### src/sv/bllp_pkg.sv
package bllp_pkg;

    localparam int X_BITS      = 9;
    localparam int Y_BITS      = 8;
    localparam int COORD_BITS  = 9;
    localparam int ROW_SHIFT   = 10;
    localparam int ERR_BITS    = COORD_BITS + 2;
    localparam int ADDR_BITS   = 32;
    localparam int COLOR_BITS  = 16;

    localparam int QUEUE_DEPTH = 2;
    localparam int QPTR_BITS   = (QUEUE_DEPTH > 1) ? $clog2(QUEUE_DEPTH) : 1;
    localparam int QCNT_BITS   = $clog2(QUEUE_DEPTH + 1);

    localparam logic MODE_LOAD = 1'b0;
    localparam logic MODE_TICK = 1'b1;

    typedef struct packed {
        logic                  mode;
        logic [X_BITS-1:0]     start_x;
        logic [Y_BITS-1:0]     start_y;
        logic [X_BITS-1:0]     end_x;
        logic [Y_BITS-1:0]     end_y;
        logic [COLOR_BITS-1:0] color;
    } bllp_cmd_t;

    typedef struct packed {
        logic [X_BITS-1:0]     pixel_x;
        logic [Y_BITS-1:0]     pixel_y;
        logic [ADDR_BITS-1:0]  pixel_address;
        logic [COLOR_BITS-1:0] pixel_color;
        logic                  last_pixel;
    } bllp_pixel_t;

    // One classified request as it waits between the front and the back.
    typedef struct packed {
        logic                  is_load;
        logic                  steep;
        logic [COORD_BITS-1:0] major_pos;
        logic [COORD_BITS-1:0] major_end;
        logic [COORD_BITS-1:0] minor_pos;
        logic                  step_down;
        logic [COORD_BITS-1:0] major_delta;
        logic [COORD_BITS-1:0] minor_delta;
        logic [COLOR_BITS-1:0] color;
    } bllp_entry_t;

    typedef struct packed {
        logic valid;
        logic ready;
    } bllp_hs_t;

endpackage

### src/sv/bllp_front.sv
module bllp_front
    import bllp_pkg::*;
(
    input  bllp_cmd_t   cmd,
    output bllp_entry_t entry
);

    logic [COORD_BITS-1:0] x0, y0, x1, y1;
    logic [COORD_BITS-1:0] dx, dy;
    logic [COORD_BITS-1:0] a0, b0, a1, b1;
    logic [COORD_BITS-1:0] lo_a, lo_b, hi_a, hi_b;
    logic                  steep;

    always_comb
    begin
        x0 = COORD_BITS'(cmd.start_x);
        y0 = COORD_BITS'(cmd.start_y);
        x1 = COORD_BITS'(cmd.end_x);
        y1 = COORD_BITS'(cmd.end_y);
        dx = (x1 >= x0) ? (x1 - x0) : (x0 - x1);
        dy = (y1 >= y0) ? (y1 - y0) : (y0 - y1);
        steep = (dy > dx);

        a0 = steep ? y0 : x0;
        b0 = steep ? x0 : y0;
        a1 = steep ? y1 : x1;
        b1 = steep ? x1 : y1;

        // Order the endpoints so that the major axis counts upward.
        if (a0 > a1)
        begin
            lo_a = a1;
            lo_b = b1;
            hi_a = a0;
            hi_b = b0;
        end
        else
        begin
            lo_a = a0;
            lo_b = b0;
            hi_a = a1;
            hi_b = b1;
        end

        entry.is_load     = (cmd.mode == MODE_LOAD);
        entry.steep       = steep;
        entry.major_pos   = lo_a;
        entry.major_end   = hi_a;
        entry.minor_pos   = lo_b;
        entry.step_down   = !(lo_b < hi_b);
        entry.major_delta = hi_a - lo_a;
        entry.minor_delta = (hi_b >= lo_b) ? (hi_b - lo_b) : (lo_b - hi_b);
        entry.color       = cmd.color;
    end

endmodule

### src/sv/bllp_queue.sv
module bllp_queue
    import bllp_pkg::*;
(
    input  logic        clk,
    input  logic        rst_n,
    input  logic        push,
    input  bllp_entry_t push_data,
    output logic        not_full,
    input  logic        pop,
    output logic        not_empty,
    output bllp_entry_t head
);

    bllp_entry_t          slots_reg [QUEUE_DEPTH];
    logic [QPTR_BITS-1:0] wr_ptr_reg, wr_ptr_next;
    logic [QPTR_BITS-1:0] rd_ptr_reg, rd_ptr_next;
    logic [QCNT_BITS-1:0] count_reg, count_next;
    logic                 do_push, do_pop;

    assign not_full  = (count_reg != QCNT_BITS'(QUEUE_DEPTH));
    assign not_empty = (count_reg != '0);
    assign head      = slots_reg[rd_ptr_reg];
    assign do_push   = push && not_full;
    assign do_pop    = pop && not_empty;

    always_comb
    begin
        wr_ptr_next = wr_ptr_reg;
        rd_ptr_next = rd_ptr_reg;
        count_next  = count_reg;
        if (do_push)
        begin
            wr_ptr_next = (wr_ptr_reg == QPTR_BITS'(QUEUE_DEPTH - 1)) ? '0 : wr_ptr_reg + 1'b1;
        end
        if (do_pop)
        begin
            rd_ptr_next = (rd_ptr_reg == QPTR_BITS'(QUEUE_DEPTH - 1)) ? '0 : rd_ptr_reg + 1'b1;
        end
        if (do_push && !do_pop)
        begin
            count_next = count_reg + 1'b1;
        end
        else if (do_pop && !do_push)
        begin
            count_next = count_reg - 1'b1;
        end
    end

    always_ff @(posedge clk or negedge rst_n)
    begin
        if (!rst_n)
        begin
            wr_ptr_reg <= '0;
            rd_ptr_reg <= '0;
            count_reg  <= '0;
        end
        else
        begin
            wr_ptr_reg <= wr_ptr_next;
            rd_ptr_reg <= rd_ptr_next;
            count_reg  <= count_next;
        end
    end

    always_ff @(posedge clk)
    begin
        if (do_push)
        begin
            slots_reg[wr_ptr_reg] <= push_data;
        end
    end

endmodule

### src/sv/bllp_back.sv
module bllp_back
    import bllp_pkg::*;
(
    input  logic                 clk,
    input  logic                 rst_n,
    input  logic                 cfg_we,
    input  logic [ADDR_BITS-1:0] cfg_base,
    input  logic                 q_valid,
    input  bllp_entry_t          q_head,
    output logic                 q_pop,
    output logic                 pix_valid,
    input  logic                 pix_ready,
    output bllp_pixel_t          pix
);

    logic [ADDR_BITS-1:0]         base_reg;
    logic                         line_active_reg, line_active_next;
    logic                         steep_reg, steep_next;
    logic [COORD_BITS-1:0]        major_pos_reg, major_pos_next;
    logic [COORD_BITS-1:0]        major_end_reg, major_end_next;
    logic [COORD_BITS-1:0]        minor_pos_reg, minor_pos_next;
    logic                         step_down_reg, step_down_next;
    logic [COORD_BITS-1:0]        major_delta_reg, major_delta_next;
    logic [COORD_BITS-1:0]        minor_delta_reg, minor_delta_next;
    logic signed [ERR_BITS-1:0]   error_reg, error_next;
    logic [COLOR_BITS-1:0]        color_reg, color_next;
    logic                         pix_valid_reg, pix_valid_next;
    bllp_pixel_t                  pix_reg, pix_next;

    logic                         out_free, emit, last;
    logic [COORD_BITS-1:0]        px, py;
    logic signed [ERR_BITS-1:0]   err_sum;

    assign out_free  = !pix_valid_reg || pix_ready;
    // A tick with no line running is dropped; an active tick waits for a free output slot.
    assign q_pop     = q_valid && (q_head.is_load || !line_active_reg || out_free);
    assign emit      = q_valid && !q_head.is_load && line_active_reg && out_free;
    assign pix_valid = pix_valid_reg;
    assign pix       = pix_reg;

    always_comb
    begin
        px      = steep_reg ? minor_pos_reg : major_pos_reg;
        py      = steep_reg ? major_pos_reg : minor_pos_reg;
        last    = (major_pos_reg == major_end_reg);
        err_sum = error_reg + $signed({2'b00, minor_delta_reg});

        line_active_next = line_active_reg;
        steep_next       = steep_reg;
        major_pos_next   = major_pos_reg;
        major_end_next   = major_end_reg;
        minor_pos_next   = minor_pos_reg;
        step_down_next   = step_down_reg;
        major_delta_next = major_delta_reg;
        minor_delta_next = minor_delta_reg;
        error_next       = error_reg;
        color_next       = color_reg;

        pix_valid_next = pix_ready ? 1'b0 : pix_valid_reg;
        pix_next       = pix_reg;

        if (q_pop && q_head.is_load)
        begin
            line_active_next = 1'b1;
            steep_next       = q_head.steep;
            major_pos_next   = q_head.major_pos;
            major_end_next   = q_head.major_end;
            minor_pos_next   = q_head.minor_pos;
            step_down_next   = q_head.step_down;
            major_delta_next = q_head.major_delta;
            minor_delta_next = q_head.minor_delta;
            error_next       = ERR_BITS'(0) - {3'b000, q_head.major_delta[COORD_BITS-1:1]};
            color_next       = q_head.color;
        end
        else if (emit)
        begin
            pix_valid_next        = 1'b1;
            pix_next.pixel_x      = X_BITS'(px);
            pix_next.pixel_y      = Y_BITS'(py);
            pix_next.pixel_address = base_reg + (ADDR_BITS'(py) << ROW_SHIFT)
                                   + (ADDR_BITS'(px) << 1);
            pix_next.pixel_color  = color_reg;
            pix_next.last_pixel   = last;

            if (err_sum > 0)
            begin
                minor_pos_next = step_down_reg ? (minor_pos_reg - 1'b1)
                                               : (minor_pos_reg + 1'b1);
                error_next     = err_sum - $signed({2'b00, major_delta_reg});
            end
            else
            begin
                error_next = err_sum;
            end

            if (last)
            begin
                line_active_next = 1'b0;
            end
            else
            begin
                major_pos_next = major_pos_reg + 1'b1;
            end
        end
    end

    always_ff @(posedge clk or negedge rst_n)
    begin
        if (!rst_n)
        begin
            base_reg        <= '0;
            line_active_reg <= 1'b0;
            steep_reg       <= 1'b0;
            major_pos_reg   <= '0;
            major_end_reg   <= '0;
            minor_pos_reg   <= '0;
            step_down_reg   <= 1'b0;
            major_delta_reg <= '0;
            minor_delta_reg <= '0;
            error_reg       <= '0;
            color_reg       <= '0;
            pix_valid_reg   <= 1'b0;
        end
        else
        begin
            if (cfg_we)
            begin
                base_reg <= cfg_base;
            end
            line_active_reg <= line_active_next;
            steep_reg       <= steep_next;
            major_pos_reg   <= major_pos_next;
            major_end_reg   <= major_end_next;
            minor_pos_reg   <= minor_pos_next;
            step_down_reg   <= step_down_next;
            major_delta_reg <= major_delta_next;
            minor_delta_reg <= minor_delta_next;
            error_reg       <= error_next;
            color_reg       <= color_next;
            pix_valid_reg   <= pix_valid_next;
        end
    end

    always_ff @(posedge clk)
    begin
        pix_reg <= pix_next;
    end

endmodule

### src/sv/bresenham_line_pixel_generator_unit.sv
// Bresenham line engine. A load request (mode 0) sets up a line from its two endpoints and
// color; each tick request (mode 1) yields the next pixel with its frame-buffer byte address
// (base + y*1024 + x*2) and a last flag, after which the engine goes idle. Ticks while idle
// and loads give no pixel; a load replaces any line in progress. Requests are classified by a
// front stage and pass through a two-entry queue to the stepping back end, which emits one
// pixel per clock from its output register, so one request is taken every cycle unless the
// pixel consumer stalls. An accepted tick is written into a queue slot; the back end steps
// on it once it is the queue head and the output is free, and registers the pixel. The base
// address register is written through the cfg port, which is always ready, and must only be
// changed while the engine is idle.
module bresenham_line_pixel_generator_unit
    import bllp_pkg::*;
(
    input  logic                 clk,
    input  logic                 rst_n,
    input  logic                 cmd_valid,
    output logic                 cmd_ready,
    input  bllp_cmd_t            cmd,
    output logic                 pix_valid,
    input  logic                 pix_ready,
    output bllp_pixel_t          pix,
    input  logic                 cfg_valid,
    output logic                 cfg_ready,
    input  logic [ADDR_BITS-1:0] cfg_data
);

    bllp_entry_t front_entry;
    bllp_entry_t q_head;
    bllp_hs_t    q_in;
    bllp_hs_t    q_out;

    assign cfg_ready   = 1'b1;
    assign q_in.valid  = cmd_valid;
    assign cmd_ready   = q_in.ready;

    bllp_front u_front (
        .cmd   (cmd),
        .entry (front_entry)
    );

    bllp_queue u_queue (
        .clk       (clk),
        .rst_n     (rst_n),
        .push      (q_in.valid),
        .push_data (front_entry),
        .not_full  (q_in.ready),
        .pop       (q_out.ready),
        .not_empty (q_out.valid),
        .head      (q_head)
    );

    bllp_back u_back (
        .clk       (clk),
        .rst_n     (rst_n),
        .cfg_we    (cfg_valid),
        .cfg_base  (cfg_data),
        .q_valid   (q_out.valid),
        .q_head    (q_head),
        .q_pop     (q_out.ready),
        .pix_valid (pix_valid),
        .pix_ready (pix_ready),
        .pix       (pix)
    );

endmodule

### config.mk
export PLATFORM = sky130hd
export DESIGN_NAME = bresenham_line_pixel_generator_unit
export DESIGN_NICKNAME = d
export VERILOG_FILES = /design/src/sv/bllp_pkg.sv /design/src/sv/bllp_front.sv /design/src/sv/bllp_queue.sv /design/src/sv/bllp_back.sv /design/src/sv/bresenham_line_pixel_generator_unit.sv
export SDC_FILE = /design/constraint.sdc
export NUM_CORES = 1
export LEC_CHECK = 0
export BUFFER_PORTS_ARGS = -buffer_cell sky130_fd_sc_hd__buf_2
export CAP_MARGIN = 20
export CORE_MARGIN = 10
export CORE_UTILIZATION = 40
export CTS_BUF_LIST = sky130_fd_sc_hd__clkbuf_4
export DETAILED_ROUTE_END_ITERATION = 12
export SLEW_MARGIN = 20
export SYNTH_ARGS = -nofsm -noshare
export SYNTH_HDL_FRONTEND = slang
export SYNTH_SLANG_ARGS = --single-unit
### constraint.sdc
create_clock -name clk -period 4.2 [get_ports clk]
set_clock_uncertainty 0.05 [all_clocks]
set_input_delay 0.84 -clock clk [delete_from_list [all_inputs] [get_ports clk]]
set_output_delay 0.84 -clock clk [all_outputs]
set_load 0.005 [all_outputs]
==> results.sh, run 1 <==
export IMPL_crit_slowest_cell="o31a_4"
export IMPL_largest_reg_flops=128
export IMPL_gr_total_overflow=0
export IMPL_drive_gt1_share_pct=42.55
export IMPL_nets=2417
export IMPL_cap_violations=0
export IMPL_synth_distinct_cells=91
export IMPL_holdCritPathClass="in2reg"
export IMPL_final_max_slew_viol_count=0
export IMPL_drc=0
export IMPL_cts_sinks=306
export IMPL_violations="negative setup slack"
export IMPL_ys_async_sr_fraction_pct=36.60
export IMPL_cp_slowest_stage_delay_ns=0.41
export IMPL_hold_viol_final=0
export IMPL_detailroute_via_count=14680
export IMPL_rr_worst_depth=15
export IMPL_hold_depth=1
export IMPL_core_area_sq_um=44320
export IMPL_start_util_pct=40.51
export IMPL_grt_pass1_wl_mm=79.01
export IMPL_worstSetupPathType="in2reg"
export IMPL_crit_path_frequent_cell="buf_4"
export IMPL_clk_latency_ns=0.76
export IMPL_pin_count=157
export IMPL_place_gp_congestion=0.9321
export IMPL_outcome="finished with violations"
export IMPL_min_period_ns=8.322
export IMPL_cts_tree="done"
export IMPL_dp_hpwl_mm=37.23
export IMPL_r2r_start="u_back.steep_reg"
export IMPL_routed_via_density=5.131
export IMPL_final_cell_mix="buf_4 (322), edfxtp_1 (194), buf_2 (146)"
export IMPL_worst_ep_required_time_ns=4.63
export IMPL_min_delay_start="cmd[3]"
export IMPL_first_pass_iters=5
export IMPL_grt_total_usage_pct=18.36
export IMPL_ys_flop_type="edfxtp_1"
export IMPL_cp_start_kind="input pin"
export IMPL_path_clk_slew_ns=0.07
export IMPL_setup_viol=94
export IMPL_crit_arrival_ns=8.75
export IMPL_r2r_end="u_back.pix[48]"
export IMPL_cts_root_buf="clkbuf_4"
export IMPL_met3WireLength_mm=2.719
export IMPL_avgRoutedWirePerCell_microns=17.93
export IMPL_tightestPinTransition_ns=0.9742
export IMPL_r2r_slack_ns=0.49
export IMPL_syn_area_per_cell_sq_um=10.86
export IMPL_cts_made_buffers=79
export IMPL_die_area_sq_um=53750
export IMPL_port_buffers=155
export IMPL_rows=77
export IMPL_die_w_microns=231.9
export IMPL_h_tree_depth=3
export IMPL_syn_cell_area_sq_um=17950
export IMPL_synth_edf_count=194
export IMPL_holdPathEnd="u_queue.slots_reg[0][3]"
export IMPL_period_share_pct=198.2
export IMPL_wl_mm=51.29
export IMPL_synth_ff_latch_count=306
export IMPL_die_h_microns=231.9
export IMPL_crit_path_max_fanout=8
export IMPL_fmax_mhz=120.2
export IMPL_synth_seq_area_share_pct=48.06
export IMPL_drt_iter0_drc=786
export IMPL_slew_headroom_pct=35.05
export IMPL_cts_buffer_depth=3
export IMPL_grt_max_degree=91
export IMPL_rsz0062_at_grt="true"
export IMPL_dp_slack_ns=-4.992
export IMPL_layout_commonest_cell="buf_4"
export IMPL_syn_to_final_growth_pct=38.03
export IMPL_routed_top_layer="met4"
export IMPL_syn_nets=1865
export IMPL_antenna_left=0
export IMPL_layout_setup_ws_ns=-4.122
export IMPL_endpoint_kind="register"
export IMPL_grt_pass1_vias=15000
export IMPL_syn_inst=1653
export IMPL_met1Wirelength_mm=21.40
export IMPL_routed_wl_met2_mm=25.29
export IMPL_antenna_found_initial=1
export IMPL_ys_warn_count=0
[synth_stat cells, types with 14 or more instances]
library cell	n	area, sq um
xor2_1	34	297.8
nor3_1	20	100.1
edfxtp_1	194	5826
ha_1	114	1426
a21oi_1	111	555.5
nor2_1	117	439.2
o21ai_0	111	555.5
xnor2_1	54	473.0
nand3_1	35	175.2
mux2i_1	107	1071
dfrtp_1	112	2803
nand2_1	134	503.0
clkbuf_1	34	127.6
and3_1	14	87.58
a21o_1	23	172.7
inv_1	120	450.4
mux2_2	64	720.7
[final cells by class]
cell class / instances / area (sq um)
Antenna cell: 1 / 2.502
Clock buffer: 124 / 930.9
Clock inverter: 20 / 107.6
Fill cell: 3790 / 19540
Inverter: 121 / 476.7
Multi-Input combinational cell: 1168 / 9881
Sequential cell: 306 / 8632
Tap cell: 592 / 740.7
Timing Repair Buffer: 528 / 4003
Timing Repair inverter: 1 / 6.256
[worst max path at each step]
stage / startpoint / to / slack [ns] / cells past startpoint
after floorplan: cmd[17] / u_queue.slots_reg[0][23] / -4.69 / 46
after global placement: cmd[26] / u_queue.slots_reg[0][23] / -4.77 / 44
after detailed placement: cmd[26] / u_queue.slots_reg[0][23] / -4.99 / 43
after CTS: cmd[30] / u_queue.slots_reg[1][23] / -3.56 / 44
after global routing: cmd[17] / u_queue.slots_reg[1][21] / -4.29 / 46
final: cmd[46] / u_queue.slots_reg[1][21] / -4.12 / 49
[per-stage QoR]
step	instances	area [sq um]	TNS (ns)	util, %	hold WS (ns)
finish	2861	24780	-254.37	55.91	0.2124
global route	2861	24780	-267.54	55.91	0.1482
CTS	2835	24110	-213.84	54.41	0.1312
detailed placement	2622	21610	-323.62	48.75	0.3826
global placement	2622	21610	-303.32	48.75	0.3746
floorplan	1653	18270	-278.81	-	0.3711
[repair_timing]
item | CTS | global route
setup endpoints to repair | 94 | 94
hold endpoints to repair | 1 | 0
cloned | 5 | 3
setup buffers | 65 | 23
gates resized for setup | 209 | 97
hold buffers | 1 | 0
pin swaps | 70 | 44
[worst max-delay path, delay by kind of cell]
family,cells,cell delay (ns)
buffers and inverters,22,2.81
AOI/OAI and AO/OA,15,2.75
adders and majority gates,4,1.19
xor gates and xnor gates,2,0.41
and+or+nand+nor,4,0.40
muxes,2,0.33
[logic make-up (layout without fill, tap and decap cells)]
group	Yosys count	after routing	synth area share [%]
flops	306	306	48.06
mux	175	175	10.34
buf+inv	179	794	4.070
compound gates	388	388	13.97
fa+ha+maj	124	124	9.060
xor+xnor	89	89	4.384
other cells	1	2	0.02089
simple gates	391	391	10.09
[metal layers]
| layer | track usage [%] | up-vias |
|---|---|---|
| met5 | 0 | - |
| met3 | 3.298 | 119 |
| met2 | 31.34 | 432 |
| met1 | 22.05 | 6960 |
| met4 | 8.781 | 0 |
| li1 | - | 7169 |
Power of run 1 is not shown: default switching activity piles up to over one toggle a cycle in this logic, so the estimate is an artifact.
==> run 2: changes to the inputs <==
--- a/config.mk
+++ b/config.mk
@@ -5,7 +5,7 @@
 export SDC_FILE = /design/constraint.sdc
 export NUM_CORES = 1
 export LEC_CHECK = 0
-export BUFFER_PORTS_ARGS = -buffer_cell sky130_fd_sc_hd__buf_2
+export BUFFER_PORTS_ARGS = -buffer_cell sky130_fd_sc_hd__buf_4
 export CAP_MARGIN = 20
 export CORE_MARGIN = 10
 export CORE_UTILIZATION = 40
==> results.sh, run 2 (synthesis results as in run 1) <==
export IMPL_cap_violations=0
export IMPL_avgRoutedWirePerCell_microns=18.29
export IMPL_drc=0
export IMPL_fmax_mhz=121.6
export IMPL_pin_count=157
export IMPL_core_area_sq_um=44320
export IMPL_dp_hpwl_mm=37.60
export IMPL_drive_gt1_share_pct=43.30
export IMPL_crit_path_max_fanout=8
export IMPL_final_cell_mix="buf_4 (446), edfxtp_1 (194), nand2_1 (122)"
export IMPL_outcome="finished with violations"
export IMPL_syn_to_final_growth_pct=41.54
export IMPL_crit_arrival_ns=8.74
export IMPL_place_gp_congestion=0.9090
export IMPL_antenna_left=0
export IMPL_cts_made_buffers=80
export IMPL_drt_iter0_drc=804
export IMPL_final_max_slew_viol_count=0
export IMPL_cp_slowest_stage_delay_ns=0.37
export IMPL_routed_via_density=5.167
export IMPL_h_tree_depth=3
export IMPL_tightestPinTransition_ns=1.003
export IMPL_wl_mm=52.37
export IMPL_cts_tree="done"
export IMPL_period_share_pct=195.8
export IMPL_violations="negative setup slack"
export IMPL_min_period_ns=8.224
export IMPL_die_area_sq_um=53750
export IMPL_layout_setup_ws_ns=-4.024
export IMPL_timing_critical_path_max_delay_family="compound AO/OA/AOI/OAI gates"
export IMPL_grt_pass1_wl_mm=80.03
export IMPL_cts_root_buf="clkbuf_4"
export IMPL_grt_total_usage_pct=18.62
export IMPL_cp_start_kind="input pin"
export IMPL_grt_max_degree=86
export IMPL_clk_latency_ns=0.76
export IMPL_antenna_found_initial=1
export IMPL_fill_cells=3751
export IMPL_die_w_microns=231.9
export IMPL_path_clk_slew_ns=0.07
export IMPL_die_h_microns=231.9
export IMPL_final_core_util_pct=57.33
export IMPL_layout_commonest_cell="buf_4"
export IMPL_hold_viol_final=0
export IMPL_cts_buffer_depth=3
export IMPL_crit_buf_inv=8
export IMPL_setup_viol=94
export IMPL_start_util_pct=40.51
export IMPL_endpoint_kind="register"
export IMPL_port_buffers=155
export IMPL_gr_total_overflow=0
export IMPL_nets=2419
export IMPL_grt_pass1_vias=14980
export IMPL_slew_headroom_pct=33.11
export IMPL_worst_ep_required_time_ns=4.71
export IMPL_holdCritPathClass="in2async"
export IMPL_crit_slowest_cell="o31a_4"
export IMPL_worstSetupPathType="in2reg"
export IMPL_largest_reg_flops=128
export IMPL_first_pass_iters=5
export IMPL_cts_sinks=306
export IMPL_rows=77
export IMPL_detailroute_via_count=14800
export IMPL_rsz0062_at_grt="true"
run 2: cell count changes in the layout (fill, tap and decap cells not counted), moves of 6 or more:
cell and change:
inv_2 -7, buf_2 -146, mux2i_1 -7, buf_6 +22, nor2_2 +10, buf_4 +124, clkbuf_4 -10, clkinv_1 +6
run 2: worst paths after layout:
path                                      start                        end  slack, ns  cells past startpoint
max                                     cmd[25]   u_queue.slots_reg[1][24]      -4.02                     45
min                                       rst_n        u_back.base_reg[20]       0.14                      1
max reg2reg                    u_back.steep_reg             u_back.pix[38]       0.43                     15
min reg2reg                u_back.color_reg[15]             u_back.pix[16]       0.40                      0
max in group asynchronous                 rst_n  u_back.major_delta_reg[1]       3.13                      2
min in group clk                         cmd[4]    u_queue.slots_reg[0][4]       0.21                      1
run 2: final cells by class:
| cell class | count | area [sq um] | share of cell area [%] |
|---|---|---|---|
| diodes | 2 | 5.005 | 0.01970 |
| clock buffers | 114 | 855.8 | 3.368 |
| clock inverters | 31 | 186.4 | 0.7337 |
| inverters | 121 | 505.5 | 1.989 |
| multi-input cells | 1169 | 10050 | 39.57 |
| flip-flops and latches | 306 | 8632 | 33.97 |
| well taps | 592 | 740.7 | 2.915 |
| repair buffers | 528 | 4420 | 17.40 |
| repair inverters | 1 | 8.758 | 0.03447 |
run 2: stage by stage:
stage                     setup TNS [ns]  hold slack, ns  area (sq um)  cells  setup slack, ns
after global routing             -251.93          0.1437         25410   2863           -4.259
after global placement           -299.40          0.3744         21940   2615           -4.747
final                            -235.74          0.1381         25410   2864           -4.024
after floorplan                  -278.81          0.3711         18270   1653           -4.691
after CTS                        -217.58          0.1339         24530   2831           -3.733
after detailed placement         -312.74          0.3804         21940   2615           -4.931
run 2: metal layers:
metal	up-vias	share of wire [%]	track usage, %
li1	7144	-	-
met1	7135	41	22.55
met2	424	51	32.71
met3	94	4.8	3.091
met4	0	2.9	6.718
met5	-	0	0
run 2: repair_timing:
action,4_1_cts,5_1_grt
gates cloned,7,0
gates resized for setup,210,159
buffers inserted,67,41
endpoints found under the setup margin,94,94
hold buffers,0,0
hold endpoints to repair,0,0
pin swaps,54,80
Power of run 2 is left out for the same reason.
==> run 3: changes to the inputs <==
--- a/config.mk
+++ b/config.mk
@@ -7,10 +7,12 @@
 export LEC_CHECK = 0
 export BUFFER_PORTS_ARGS = -buffer_cell sky130_fd_sc_hd__buf_4
 export CAP_MARGIN = 20
-export CORE_MARGIN = 10
+export CORE_MARGIN = 2
 export CORE_UTILIZATION = 40
 export CTS_BUF_LIST = sky130_fd_sc_hd__clkbuf_4
 export DETAILED_ROUTE_END_ITERATION = 12
+export MAX_ROUTING_LAYER = met4
+export SKIP_LAST_GASP = 1
 export SLEW_MARGIN = 20
 export SYNTH_ARGS = -nofsm -noshare
 export SYNTH_HDL_FRONTEND = slang
==> results.sh, run 3 (synthesis results as in run 1) <==
export IMPL_outcome="finished with violations"
export IMPL_violations="negative setup slack"
export IMPL_start_util_pct=40.60
export IMPL_core_area_sq_um=44220
export IMPL_crit_slowest_cell="o41ai_4"
export IMPL_dp_hpwl_mm=37.07
export IMPL_final_area_sq_um=24620
export IMPL_setup_viol=94
export IMPL_nets=2380
export IMPL_final_cell_mix="buf_4 (445), edfxtp_1 (194), nand2_1 (125)"
export IMPL_gr_total_overflow=0
export IMPL_cts_sinks=306
export IMPL_place_gp_congestion=0.9306
export IMPL_syn_to_final_growth_pct=37.13
export IMPL_layout_setup_ws_ns=-4.038
export IMPL_holdCritPathClass="in2async"
export IMPL_grt_pass1_vias=14800
export IMPL_crit_arrival_ns=8.76
export IMPL_path_clk_slew_ns=0.06
export IMPL_cap_violations=0
export IMPL_endpoint_kind="register"
export IMPL_first_pass_iters=5
export IMPL_layout_commonest_cell="buf_4"
export IMPL_clk_latency_ns=0.75
export IMPL_antenna_left=0
export IMPL_die_w_microns=215.9
export IMPL_h_tree_depth=3
export IMPL_wl_mm=50.46
export IMPL_hold_viol_final=0
export IMPL_crit_path_max_fanout=8
export IMPL_pin_count=157
export IMPL_detailroute_via_count=14500
export IMPL_rsz0062_at_grt="true"
export IMPL_cts_made_buffers=79
export IMPL_largest_reg_flops=128
export IMPL_drc=0
export IMPL_grt_pass1_wl_mm=79.07
export IMPL_cts_root_buf="clkbuf_4"
export IMPL_rows=77
export IMPL_cts_buffer_depth=3
export IMPL_tightestPinTransition_ns=0.9905
export IMPL_drt_iter0_drc=773
export IMPL_min_period_ns=8.238
export IMPL_period_share_pct=196.2
export IMPL_slew_headroom_pct=33.97
export IMPL_antenna_found_initial=2
export IMPL_final_core_util_pct=55.67
export IMPL_die_area_sq_um=46590
export IMPL_cp_slowest_stage_delay_ns=0.39
export IMPL_worstSetupPathType="in2reg"
export IMPL_routed_via_density=5.128
export IMPL_grt_total_usage_pct=22.19
export IMPL_die_h_microns=215.9
export IMPL_grt_max_degree=68
export IMPL_final_max_slew_viol_count=0
export IMPL_port_buffers=155
export IMPL_cts_tree="done"
export IMPL_post_dp_cell_area_sq_um=21900
export IMPL_avgRoutedWirePerCell_microns=17.85
export IMPL_worst_ep_required_time_ns=4.72
export IMPL_drive_gt1_share_pct=39.87
export IMPL_cp_start_kind="input pin"
export IMPL_fmax_mhz=121.4
run 3: timing repair:
action | CTS | global route
buffers inserted | 42 | 28
pin swaps | 66 | 45
setup endpoints to repair | 94 | 94
cloned | 7 | 2
hold endpoints to repair | 0 | 0
hold buffers | 0 | 0
resized for setup | 162 | 76
run 3: worst max-delay path: cells and delay by family:
kind                     cells  cell delay [ns]
AO/OA/AOI/OAI               21             3.91
XOR/XNOR                     2             0.40
adder cells (fa/ha/maj)      4             1.01
buffers and inverters       11             1.38
multiplexers                 2             0.37
AND/OR/NAND/NOR              6             0.83
run 3: path summary, 6_finish.rpt:
check                                      from                  endpoint  slack [ns]  cells after the start
max in group asynchronous                 rst_n       u_back.base_reg[27]        3.06                      2
min                                       rst_n       u_back.base_reg[22]        0.15                      1
min reg2reg                u_back.color_reg[13]            u_back.pix[14]        0.40                      0
max                                     cmd[17]  u_queue.slots_reg[1][23]       -4.04                     46
max reg2reg                    u_back.steep_reg            u_back.pix[48]        0.47                     14
min in group clk                         cmd[8]   u_queue.slots_reg[0][8]        0.22                      1
run 3: layer usage:
metal	up-vias	track usage [%]	routed length [microns]
met5	-	-	0
met1	6956	26.72	21540
li1	7090	-	-
met2	354	37.94	25610
met3	96	3.115	1850
met4	0	8.046	1458
run 3: area by class of cell:
class,count,area (sq um)
Inverter,121,496.7
Antenna cell,3,7.507
Timing Repair inverter,1,11.26
Multi-Input combinational cell,1169,9694
Tap cell,592,740.7
Timing Repair Buffer,490,3999
Clock inverter,28,158.9
Fill cell,3834,19600
Sequential cell,306,8632
Clock buffer,117,878.3
run 3: stage by stage:
stage,worst slack (ns),hold WS (ns),cells,TNS [ns]
floorplan,-4.691,0.3711,1653,-278.81
global placement,-4.751,0.3748,2611,-300.62
detailed placement,-5.010,0.3826,2611,-316.41
CTS,-3.720,0.1267,2801,-214.06
global route,-4.256,0.1347,2827,-247.47
finish,-4.038,0.1542,2827,-233.78
Power of run 3 is left out for the same reason.
